**config.mk**
```make
export PLATFORM = sky130hd
export DESIGN_NAME = osc_ctrl
export DESIGN_NICKNAME = d
export VERILOG_FILES = /design/src/hdl/osc_pkg.sv /design/src/hdl/osc_ctrl.sv
export SDC_FILE = /design/constraint.sdc
export NUM_CORES = 1
export LEC_CHECK = 0
export BUFFER_PORTS_ARGS = -buffer_cell sky130_fd_sc_hd__buf_2
export CAP_MARGIN = 20
export CORE_AREA = 2 2 39 41
export CTS_BUF_LIST = sky130_fd_sc_hd__clkbuf_4 sky130_fd_sc_hd__clkbuf_8
export CTS_CLUSTER_DIAMETER = 150
export DETAILED_ROUTE_END_ITERATION = 8
export DIE_AREA = 0 0 41 43
export PLACE_DENSITY = 0.79
export SETUP_SLACK_MARGIN = 0.02
export SLEW_MARGIN = 20
export SYNTH_ARGS = -nofsm -noshare
export SYNTH_HDL_FRONTEND = slang
export SYNTH_SLANG_ARGS = --single-unit
export TNS_END_PERCENT = 10
```
**constraint.sdc**
```tcl
create_clock -name clk -period 4.2 [get_ports clk]
set_input_delay 0.42 -clock clk [delete_from_list [all_inputs] [get_ports clk]]
set_output_delay 0.42 -clock clk [all_outputs]
set_load 0.01 [all_outputs]
```
**src/hdl/osc_pkg.sv**
```systemverilog
package osc_pkg;

    // Width of the buffer radius register and of its square.
    localparam int RADIUS_W = 15;
    localparam int RADIUS_SQ_W = 2 * RADIUS_W;

    // Start value of the setup wait counter, which counts down to zero.
    localparam logic [1:0] SETUP_LAST = 2'd3;

    typedef enum logic [1:0] {
        REQ_CLEAR   = 2'd0,
        REQ_APPEND  = 2'd1,
        REQ_SEGMENT = 2'd2,
        REQ_POINT   = 2'd3
    } req_t;

    typedef enum logic [1:0] {
        RES_NONE = 2'd0,
        RES_FULL = 2'd1,
        RES_HIT  = 2'd2
    } res_kind_t;

    typedef enum logic [2:0] {
        ST_IDLE   = 3'd0,
        ST_SETUP  = 3'd1,
        ST_SCAN   = 3'd2,
        ST_DRAIN  = 3'd3,
        ST_RESULT = 3'd4
    } state_t;

    typedef struct packed {
        logic      load;
        logic      clear;
        logic      append;
        logic      issue;
        logic      res_load;
        res_kind_t res_kind;
    } dp_cmd_t;

    typedef struct packed {
        logic full;
        logic count_zero;
        logic zero_len;
        logic scan_done;
        logic busy;
        logic out_free;
    } dp_status_t;

endpackage

```
**src/hdl/osc_ctrl.sv**
```systemverilog
module osc_ctrl (
    input  logic                clk,
    input  logic                rst_n,
    input  logic                in_valid,
    output logic                in_stall,
    input  logic [1:0]          req_type,
    input  osc_pkg::dp_status_t status,
    output osc_pkg::dp_cmd_t    cmd
);

    osc_pkg::state_t    state_reg, state_next;
    osc_pkg::req_t      req_reg, req_next;
    osc_pkg::res_kind_t kind_reg, kind_next;
    logic [1:0]         wait_reg, wait_next;

    always_ff @(posedge clk or negedge rst_n)
    begin
        if (!rst_n)
        begin
            state_reg <= osc_pkg::ST_IDLE;
            req_reg   <= osc_pkg::REQ_CLEAR;
            kind_reg  <= osc_pkg::RES_NONE;
            wait_reg  <= 2'd0;
        end
        else
        begin
            state_reg <= state_next;
            req_reg   <= req_next;
            kind_reg  <= kind_next;
            wait_reg  <= wait_next;
        end
    end

    always_comb
    begin
        state_next   = state_reg;
        req_next     = req_reg;
        kind_next    = kind_reg;
        wait_next    = wait_reg;
        in_stall     = 1'b1;
        cmd.load     = 1'b0;
        cmd.clear    = 1'b0;
        cmd.append   = 1'b0;
        cmd.issue    = 1'b0;
        cmd.res_load = 1'b0;
        cmd.res_kind = kind_reg;

        case (state_reg)
            osc_pkg::ST_IDLE:
            begin
                in_stall = 1'b0;
                if (in_valid)
                begin
                    cmd.load = 1'b1;
                    req_next = osc_pkg::req_t'(req_type);
                    case (osc_pkg::req_t'(req_type))
                        osc_pkg::REQ_CLEAR:
                        begin
                            cmd.clear  = 1'b1;
                            kind_next  = osc_pkg::RES_NONE;
                            state_next = osc_pkg::ST_RESULT;
                        end
                        osc_pkg::REQ_APPEND:
                        begin
                            // A full table drops the obstacle and flags it.
                            if (status.full)
                            begin
                                kind_next = osc_pkg::RES_FULL;
                            end
                            else
                            begin
                                cmd.append = 1'b1;
                                kind_next  = osc_pkg::RES_NONE;
                            end
                            state_next = osc_pkg::ST_RESULT;
                        end
                        default:
                        begin
                            kind_next  = osc_pkg::RES_HIT;
                            wait_next  = osc_pkg::SETUP_LAST;
                            state_next = osc_pkg::ST_SETUP;
                        end
                    endcase
                end
            end
            osc_pkg::ST_SETUP:
            begin
                if (status.count_zero ||
                    (req_reg == osc_pkg::REQ_SEGMENT && status.zero_len))
                begin
                    kind_next  = osc_pkg::RES_NONE;
                    state_next = osc_pkg::ST_RESULT;
                end
                else if (wait_reg == 2'd0)
                begin
                    state_next = osc_pkg::ST_SCAN;
                end
                else
                begin
                    wait_next = wait_reg - 2'd1;
                end
            end
            osc_pkg::ST_SCAN:
            begin
                if (status.scan_done)
                begin
                    state_next = osc_pkg::ST_DRAIN;
                end
                else
                begin
                    cmd.issue = 1'b1;
                end
            end
            osc_pkg::ST_DRAIN:
            begin
                if (!status.busy)
                begin
                    state_next = osc_pkg::ST_RESULT;
                end
            end
            osc_pkg::ST_RESULT:
            begin
                if (status.out_free)
                begin
                    cmd.res_load = 1'b1;
                    state_next   = osc_pkg::ST_IDLE;
                end
            end
            default:
            begin
                state_next = osc_pkg::ST_IDLE;
            end
        endcase
    end

endmodule

```
* After elaboration in Yosys (flattened, before gate mapping)
Cells that the tools add are included.
Operators by class: add/sub/neg operators 1, multiply operators 0, divide/modulo/power cells 0, magnitude comparators 0, equality and inequality tests 15, shifts and indexed selects 0, muxes and demuxes 28, bitwise logic cells 0, reduce and logical (&&, ||, !) cells 11
Operator list (number):
- $mux W3 | 9
- $ne A2 B2 Y1 const B | 8
- $pmux W3 S5 | 1
- $mux W2 | 6
- $pmux W2 S2 | 3
- $reduce_and A5 Y1 | 2
- $mux W1 | 9
- $eq A3 B2 Y1 const B | 2
- $logic_not A2 Y1 | 2
- $eq A3 B1 Y1 const B | 1
- $eq A3 B3 Y1 const B | 1
- $logic_not A3 Y1 | 1
- $ne A3 B3 Y1 const B | 1
- $reduce_and A3 Y1 | 1
- $eq A2 B1 Y1 const B | 1
- $eq A2 B2 Y1 const B | 1
- $reduce_and A2 Y1 | 1
- $reduce_bool A2 Y1 | 1
- $reduce_or A2 Y1 | 1
- $sub A2 B1 Y2 const B | 1
- $logic_and A1 B1 Y1 | 1
- $logic_or A1 B1 Y1 | 1
Storage, ports and cells: register bits 9, bits in latches 0, memory bits (writable) 0, bits in read-only memories 0, bits of input ports 11, output and inout bits 8, logic and storage cells 59, memories 0

* Depth between registers and ports, before layout
Gate-level depths: netlist of run 1.
word-level depth 5, depth in mapped cells 6

* Worst setup path after synthesis of run 1
Ideal clock, no wire load.
path kind reg-to-output, start reg state_reg[2], end out cmd[4] (netlist bit), arrival time 1414 ps, path slack 2366 ps, stages on the path, launching flop included 5, path buffers 2, cell sequence dfrtp_1 buf_6 or4b_4 buf_6 nor3b_1
RTL lines:
- start: declaration | RTL line osc_ctrl.sv:11 | osc_pkg::state_t state_reg, state_next;
- start signal: assignment | RTL line osc_ctrl.sv:20 | state_reg <= osc_pkg::ST_IDLE;
- start signal: assignment | RTL line osc_ctrl.sv:27 | state_reg <= state_next;
- end: declaration | RTL line osc_ctrl.sv:8 | output osc_pkg::dp_cmd_t cmd

==> results by group, run 1 <==
Setup path
  • Worst flop-to-flop path endpoint: wait_reg[1]$_DFFE_PN0P_
  • Launch instance of the worst register-to-register path: state_reg[0]$_DFFE_PN0P_
  • Setup CP Type: flip-flop to output pin
  • Critical Path End Type: output pin
  • Startpoint types: flip-flop
  • Worst reg-to-reg path cell count: 3
  • Required time at the worst-slack endpoint: about 3.8 ns
  • Maximum fanout count along the critical path: 14
  • Worst-case register-to-register setup slack: approximately 2.6 ns
  • Arrival @ worst endpoint: around 1.8 ns

Drt
  • Final routed wirelength across all metal layers: 1.16 mm
  • Uppermost signal routing layer after detailed routing: met4
  • Routed length on met3: 88 um
  • Total met2 wirelength after detailed routing: 527 um
  • M1 WL: approximately 540 um
  • Average wire length per cell after detail routing: 11.7 um
  • Routed via count: 523
  • Initial detailed-routing violation count: 7
  • DRC violations left: 0
  • Number of nets with antenna violations after detailed routing: 0
  • Router iterations before antenna repair: 4
  • Per-cell via count in the routed design: 5.28

Clock network
  • Num Clock Sinks: 9
  • Clock H-tree levels: 1
  • Clock slew at the register clock pins of the worst setup and hold paths: 0.06 ns
  • CTS tree: yes
  • Number of buffers added by the clock tree synthesis step: 3
  • Worst skew pair latency: roughly 0.25 ns
  • Number of gates resized after CTS: 0
  • Root cell of the clock tree: clkbuf_4
  • Buffers from clock root to sink, at most: 2

Pwr
  • Part of the total power dissipated in the clock network: 19.0%
  • Switching power: 141 uW
  • Total power density per cell area: 527 nW/um2
  • Cell Int Power: 228 uW
  • Portion of total power attributed to combinational logic: between 40% and 50%
  • Peak VDD IR: 0.261 mV
  • Leakage: 0.346 nW
  • Reg power frac: between 40 and 50%
  • Switching Share: between 30% and 40%

STA
  • Setup repair after global routing missed its margin: no
  • Actual slew at the worst max-slew pin: 0.384 ns
  • Minimum clock period after layout: about 2.2 ns
  • Share of the clock period used by the worst path after layout: a little over half
  • Final worst slack: 2.01 ns
  • Final hold violation count: 0
  • Count of pins over their slew limit: 0
  • Final-layout setup total negative slack: 0 ns
  • Rel. slew slack: 74.4%
  • Setup-violating endpoint count in the final report: 0
  • Final Skew: 0.00373 ns
  • Timing-limited maximum frequency: 458 MHz

Die
  • # IOs: 19
  • Die area: ~1800 um2
  • Vertical die dimension: between 40 and 50 um
  • Starting density of the core: 42.0%
  • Die Span X: ~41 um
  • Site row count: 14
  • Area of the placeable core: 1380 um2

Min path
  • Min-Delay Path Depth: 3
  • Min-delay worst type: primary input to flip-flop
  • Endpoint of the worst hold-timing path: req_reg[0]$_DFFE_PN0P_
  • Startpoint of the tightest hold check path: req_type[0]

Synthesis
  • Mean cell area of the mapped netlist: 9.07 um2
  • Net count after synthesis: 76
  • Number of distinct standard cells referenced by the synthesized netlist: 29
  • Yosys warnings: 0
  • Syn Std Cell Area: 581 um2
  • Sequential cell area fraction in the yosys report: 38.8%
  • FF+latch count, synth: 9
  • Count of mapped cells out of synthesis: 64

Global route
  • Total congestion overflow: 0
  • Maximum number of pins on one net before global-route repair: 15
  • Initial antenna violation count: 0
  • Vias in the first global route: 433
  • GRT Total Usage: 15.7%
  • First-pass GRT wire length: 1.84 mm

Run status
  • Status: finished, final reports clean

Placement
  • Gp weighted congestion: 0.721
  • Count of input and output buffers: 18
  • Worst setup slack before clock tree synthesis: approximately 2.3 ns
  • DP HPWL: between 800 and 900 um
  • Placed standard-cell area: ~660 um2

Finish
  • # fillers: 142
  • Number of inserted diodes: 0
  • Layout cell share with drive strength beyond 1: 33.7%
  • Fin nets: 96
  • Final core utilization: 50.6%
  • Flip-flop count of the largest register, all copies and words added: 3
  • Area added between synthesis and finish: 20.7%
  • Post-route cell area: between 700 and 800 um2

Job
  • Max-cap violation count: 0
[what timing repair did]
item	4_1_cts	5_1_grt
hold buffers	1	0
hold endpoints to repair	9	0
setup buffers	0	0
endpoints found under the setup margin	0	0
[cells in the mapped netlist]
cell       n  area (um2)
a21oi_1    6        30.0
a22oi_1    2        15.0
and2b_1    1        7.51
and3b_1    1        8.76
buf_6      2        22.5
clkbuf_1   2        7.51
clkinv_4   1        8.76
dfrtp_1    9         225
ha_1       1        12.5
inv_1      3        11.3
mux2_2     1        11.3
mux2i_1    1        10.0
nand2_1   11        41.3
nand4_1    1        6.26
nand4b_1   2        17.5
nor2_1     2        7.51
nor2b_1    1        6.26
nor3_1     2        10.0
nor3b_1    2        15.0
nor4_2     1        12.5
nor4b_1    1        8.76
nor4bb_1   1        10.0
o21ai_0    4        20.0
o21ba_2    1        10.0
o21bai_1   1        7.51
o31ai_1    1        7.51
or3b_2     1        8.76
or4_1      1        7.51
or4b_4     1        13.8
[metal layers]
layer	GRT usage [%]	vias to the layer above
li1	-	271
met1	20.9	227
met2	23.1	23
met3	7.85	2
met4	2.00	0
met5	0	-
[cell type report]
type	count	area [um2]	area share, %
inverter	4	20.0	2.86
multi-input combinational	47	305	43.6
tap	16	20.0	2.86
clock buffer	4	30.0	4.29
timing repair buffer	19	100	14.3
sequential	9	225	32.1
[through the flow]
step | hold slack (ns) | std cells | total power, mW
global placement | 0.274 | 94 | 0.297
global route | 0.390 | 99 | 0.401
CTS | 0.387 | 99 | 0.375
finish | 0.397 | 99 | 0.369
floorplan | 0.124 | 64 | 0.267
detailed placement | 0.278 | 94 | 0.301
[how the worst max path moves through the flow]
stage	start	endpoint
2_1_floorplan	state_reg[2]$_DFFE_PN0P_	cmd[4]
3_5_place_dp	state_reg[0]$_DFFE_PN0P_	cmd[4]
4_1_cts	state_reg[0]$_DFFE_PN0P_	cmd[4]
6_report	state_reg[0]$_DFFE_PN0P_	cmd[4]
5_1_grt	state_reg[0]$_DFFE_PN0P_	cmd[4]
3_3_place_gp	state_reg[0]$_DFFE_PN0P_	cmd[4]
[worst max-delay path, stage by stage, from the launching register on]
cell	delay, ns
dfrtp_1	0.51
or4b_4	0.63
nor3b_1	0.20
buf_2	0.16
[cells in the final DEF, fill, tap and decap left out, drive strengths merged]
cell          n
dlygate4sd3   1
a21oi         6
or4           1
clkinv        1
nor4bb        1
nor2b         1
nand4b        2
and3b         1
nor4          1
dfrtp         9
nor2          2
nand4         1
or3b          1
nor3b         2
inv           3
ha            1
and2b         1
mux2          1
nor3          2
o21bai        1
clkbuf        4
nor4b         1
o21ba         1
or4b          1
o21ai         4
a22oi         2
nand2        11
buf          18
o31ai         1
mux2i         1
[power by group through the flow]
stage	Clock [mW]	Sequential [mW]	Combinational, mW
after floorplan	0	0.136	0.131
after global placement	0	0.152	0.146
after detailed placement	0	0.153	0.147
after CTS	0.0735	0.152	0.149
after global routing	0.0794	0.158	0.164
final	0.0700	0.151	0.148
[logic make-up after synthesis]
group                    count (synthesis)  share of synthesized area (%)
AO/OA/AOI/OAI                           15                           15.5
adder cells (fa/ha/maj)                  1                           2.15
flip-flops                               9                           38.8
buffers and inverters                    8                           8.62
multiplexers                             2                           3.66
AND/OR/NAND/NOR                         29                           31.3
No activity file was read; power rests on OpenSTA's default activity.
==> run 2, diff against run 1 <==
PLACE_DENSITY = 0.82   (was 0.79)
clock period = 1.95 ns   (was 4.2 ns; I/O delays follow)
==> run 2 against run 1 <==
Compared with the run above:
- clock power rose by 130%
- critical path depth unchanged
- via count rose by 4.6%
- sequential cell count did not move
- sequential power rose by 110%
- clock skew rose by 0.0023 ns
- first-iteration DRC count shrank 71%
- non-clock buffer count is 2 higher
- clock-buffer cell count stayed put
- critical path type unchanged
==> results by group, run 2 (synthesis results as in run 1) <==
Run status
  • Status: finished, final reports clean

Finish
  • Commonest cells after routing, fill and taps aside: buf_2 (18), nand2_1 (11), dfrtp_1 (8)
  • Register area: approximately 230 um2
  • Fin nets: 98
  • Area added between synthesis and finish: 23.5%
  • Footprint of the multi-input gates: 305 um2
  • Most common cell after layout, fill and taps aside: buf_2
  • Final core utilization: 51.8%
  • Layout cell share with drive strength beyond 1: between 30% and 40%
  • # fillers: 148
  • Flip-flop count of the largest register, all copies and words added: 3
  • Number of inserted diodes: 0

Setup path
  • Startpoint types: flip-flop
  • Chain of cells forming the critical path: or4b_4 > nor3b_1 > buf_2
  • Number of buffers and inverters on the critical path: 1
  • Arrival @ worst endpoint: 1.65 ns
  • Maximum fanout count along the critical path: 10
  • Critical Path End Type: output pin
  • CP peak stage delay: 0.57 ns
  • Cell type group with the largest total delay on the critical path: simple AND/OR/NAND/NOR gates
  • Setup CP Type: flip-flop to output pin
  • Highest-delay cell along the critical path: or4b_4
  • Required time at the worst-slack endpoint: 1.75 ns

STA
  • Setup repair after global routing missed its margin: no
  • Count of pins over their slew limit: 0
  • Rel. slew slack: 78.9%
  • Minimum clock period after layout: roughly 1.8 ns
  • Final Skew: 0.00603 ns
  • Final hold violation count: 0
  • Timing-limited maximum frequency: ~540 MHz
  • Worst hold-check slack: 0.156 ns
  • Final-layout setup total negative slack: 0 ns
  • Actual slew at the worst max-slew pin: 0.315 ns
  • Setup-violating endpoint count in the final report: 0
  • Final worst slack: around 0.10 ns
  • Share of the clock period used by the worst path after layout: 94.7%

Drt
  • Final routed wirelength across all metal layers: roughly 1.3 mm
  • Router iterations before antenna repair: 5
  • DRC violations left: 0
  • Routed via count: 547
  • Initial detailed-routing violation count: 2
  • Per-cell via count in the routed design: 5.42
  • Average wire length per cell after detail routing: 12.5 um
  • Number of nets with antenna violations after detailed routing: 0

Global route
  • Total congestion overflow: 0
  • First-pass GRT wire length: 2.15 mm
  • Vias in the first global route: 502
  • Initial antenna violation count: 0
  • Maximum number of pins on one net before global-route repair: 13
  • GRT Total Usage: 18.4%

Placement
  • Gp weighted congestion: 0.748
  • Worst setup slack before clock tree synthesis: 0.365 ns
  • Count of input and output buffers: 18
  • DP HPWL: a little under 1 mm

Die
  • # IOs: 19
  • Site row count: 14
  • Die area: 1760 um2
  • Die Span X: 41 um
  • Area of the placeable core: ~1400 um2
  • Vertical die dimension: between 40 and 50 um
  • Starting density of the core: 42.0%

Pwr
  • Total power: 818 uW
  • Leakage: ~0.36 nW
  • Peak VDD IR: 0.521 mV
  • Total power density per cell area: ~1100 nW/um2

Clock network
  • Worst skew pair latency: 0.27 ns
  • Number of setup buffers added after CTS: 0
  • Clock slew at the register clock pins of the worst setup and hold paths: 0.06 ns
  • CTS tree: yes
  • Root cell of the clock tree: clkbuf_4
  • Buffers from clock root to sink, at most: 2
  • Number of buffers added by the clock tree synthesis step: 3
  • Num Clock Sinks: 9
  • Clock H-tree levels: 1

Job
  • Max-cap violation count: 0

Min path
  • Min-delay worst type: primary input to flip-flop
-- run 2: final timing paths --
check	startpoint	end	slack, ns	cells past startpoint
setup / recovery	state_reg[2]$_DFFE_PN0P_	cmd[4]	0.10	3
hold / removal	req_type[0]	req_reg[0]$_DFFE_PN0P_	0.16	3
setup reg to reg	state_reg[1]$_DFFE_PN0P_	wait_reg[1]$_DFFE_PN0P_	0.37	4
hold reg to reg	req_reg[0]$_DFFE_PN0P_	req_reg[0]$_DFFE_PN0P_	0.49	2
max in group asynchronous	rst_n	state_reg[2]$_DFFE_PN0P_	1.45	2
min in group asynchronous	rst_n	kind_reg[1]$_DFFE_PN0P_	0.31	2
-- run 2: area by class of cell --
class	count	share of cell area, %
clock buffers	4	4.19
well taps	16	2.79
repair buffers	21	16.1
multi-input cells	47	42.6
inverters	4	2.79
flip-flops and latches	9	31.6
-- run 2: stage by stage --
| step | std cells | cell area, um2 |
|---|---|---|
| final | 101 | 717 |
| after global routing | 101 | 717 |
| after CTS | 101 | 716 |
| after detailed placement | 96 | 676 |
| after global placement | 96 | 676 |
| after floorplan | 64 | 581 |
-- run 2: metal layers --
layer	GRT usage, %	part of all wire, %
met5	0	0
met2	28.4	47
met1	22.2	43
met4	10.0	2.5
met3	4.71	6.9
-- run 2: where the power goes --
| part | total [mW] | switching, mW | internal [mW] |
|---|---|---|---|
| Sequential | 0.310 | 0.0548 | 0.255 |
| Combinational | 0.345 | 0.190 | 0.155 |
| Clock | 0.163 | 0.0703 | 0.0930 |
| Total | 0.818 | 0.315 | 0.504 |
-- run 2: timing repair --
action                                  CTS  global route
endpoints found under the setup margin    0             1
hold buffers                              1             0
resized for setup                         0             1
endpoints found under the hold margin     9             0
-- run 2: worst min-delay path: stages --
cell and delay [ns]:
buf_2 0.10, nand2_1 0.05, nand2_1 0.04
==> run 3, diff against run 2 <==
PLACE_DENSITY = 0.79   (was 0.82)
clock period = 2.2 ns   (was 1.95 ns; I/O delays follow)
==> run 3 against run 2 <==
Compared with the run above:
- non-clock buffer count shrank 2
- clock power shrank 10%
- highest routed layer unchanged
- critical path depth is the same
- die area is the same
- power shrank 13%
- sequential share of layout area grew 0.55 points
==> results by group, run 3 (synthesis results as in run 1) <==
Run status
  • Status: finished, final reports clean

Die
  • Die area: 1760 um2
  • # IOs: 19
  • Starting density of the core: a little over two fifths
  • Die Span X: 41 um
  • Vertical die dimension: 43 um
  • Site row count: 14
  • Area of the placeable core: 1380 um2

Setup path
  • Arrival @ worst endpoint: about 1.8 ns
  • Maximum fanout count along the critical path: 14
  • Critical Path End Type: output pin
  • Setup CP Type: flip-flop to output pin
  • Startpoint types: flip-flop
  • Required time at the worst-slack endpoint: around 2 ns

STA
  • Final-layout setup total negative slack: 0 ns
  • Final worst slack: 0.203 ns
  • Timing-limited maximum frequency: between 500 and 600 MHz
  • Share of the clock period used by the worst path after layout: 90.8%
  • Actual slew at the worst max-slew pin: 0.397 ns
  • Final Skew: 0.0115 ns
  • Final hold violation count: 0
  • Minimum clock period after layout: 2.00 ns
  • Setup repair after global routing missed its margin: no
  • Setup-violating endpoint count in the final report: 0
  • Rel. slew slack: 73.5%
  • Count of pins over their slew limit: 0
  • Worst hold-check slack: 0.180 ns

Drt
  • Per-cell via count in the routed design: ~5.3
  • Initial detailed-routing violation count: 3
  • Final routed wirelength across all metal layers: 1.17 mm
  • Router iterations before antenna repair: 4
  • Routed via count: approximately 530
  • DRC violations left: 0
  • Number of nets with antenna violations after detailed routing: 0
  • Average wire length per cell after detail routing: 11.8 um

Clock network
  • Number of buffers added by the clock tree synthesis step: 3
  • Clock slew at the register clock pins of the worst setup and hold paths: 0.07 ns
  • CTS tree: yes
  • Number of gates resized after CTS: 0
  • Number of setup buffers added after CTS: 0
  • Number of buffers inserted for hold repair after clock tree synthesis: 1
  • Clock H-tree levels: 1
  • Worst skew pair latency: 0.27 ns
  • Num Clock Sinks: 9
  • Buffers from clock root to sink, at most: 2
  • Root cell of the clock tree: clkbuf_4

Pwr
  • Peak VDD IR: 0.418 mV
  • Total power density per cell area: 1020 nW/um2
  • Total power: 713 uW
  • Leakage: 0.346 nW

Global route
  • Maximum number of pins on one net before global-route repair: 15
  • Vias in the first global route: 468
  • Total congestion overflow: 0
  • GRT Total Usage: 18.1%
  • First-pass GRT wire length: a little over 2 mm
  • Initial antenna violation count: 0

Placement
  • Placed standard-cell area: roughly 660 um2
  • Gp weighted congestion: 0.744
  • Count of input and output buffers: 18
  • DP HPWL: just over 900 um
  • Cells after DPL: between 90 and 100
  • Worst setup slack before clock tree synthesis: 0.503 ns

Finish
  • Commonest cells after routing, fill and taps aside: buf_2 (18), nand2_1 (11), dfrtp_1 (9)
  • Fin nets: 96
  • Most common cell after layout, fill and taps aside: buf_2
  • Number of inserted diodes: 0
  • # fillers: 138
  • Final cell count without fillers: 99
  • Layout cell share with drive strength beyond 1: 33.7%
  • Post-route cell area: 701 um2
  • Flip-flop count of the largest register, all copies and words added: 3
  • Area added between synthesis and finish: 20.7%
  • Final core utilization: roughly half

Min path
  • Min-delay worst type: primary input to flip-flop

Job
  • Max-cap violation count: 0
-- run 3: changes by cell type in the layout (fill, tap and decap cells not counted) --
cell	previous run	this run
dfrtp_2	1	0
buf_4	2	0
dfrtp_1	8	9
-- run 3: path summary, 6_finish.rpt --
check,start,end,slack (ns),cells after the start
max,state_reg[0]$_DFFE_PN0P_,cmd[4],0.20,3
min,req_type[0],req_reg[0]$_DFFE_PN0P_,0.18,3
max reg2reg,state_reg[0]$_DFFE_PN0P_,wait_reg[1]$_DFFE_PN0P_,0.52,3
min reg2reg,req_reg[0]$_DFFE_PN0P_,req_reg[0]$_DFFE_PN0P_,0.50,2
max in group asynchronous,rst_n,state_reg[2]$_DFFE_PN0P_,1.68,2
min in group asynchronous,rst_n,kind_reg[1]$_DFFE_PN0P_,0.32,2
-- run 3: routing by layer --
layer,GRT usage (%),routed length [um],vias to the layer above
met2,25.9,528,18
met1,21.7,534,241
met5,0,0,-
li1,-,-,268
met3,7.85,83,2
met4,10.0,19,0
-- run 3: critical path: stages (launching register included) --
cell and delay, ns:
dfrtp_1 0.52, or4b_4 0.63, nor3b_1 0.19, buf_2 0.16
-- run 3: where the power goes --
part / switching, mW / total [mW] / internal [mW]
Combinational: 0.148 / 0.279 / 0.130
Sequential: 0.0644 / 0.288 / 0.224
Clock: 0.0639 / 0.146 / 0.0824
-- run 3: layout make-up --
class                   count  area, um2  share of cell area (%)
multi-input cells          47        305                    43.6
flip-flops and latches      9        225                    32.1
repair buffers             19        100                    14.3
clock buffers               4       30.0                    4.29
inverters                   4       20.0                    2.86
well taps                  16       20.0                    2.86
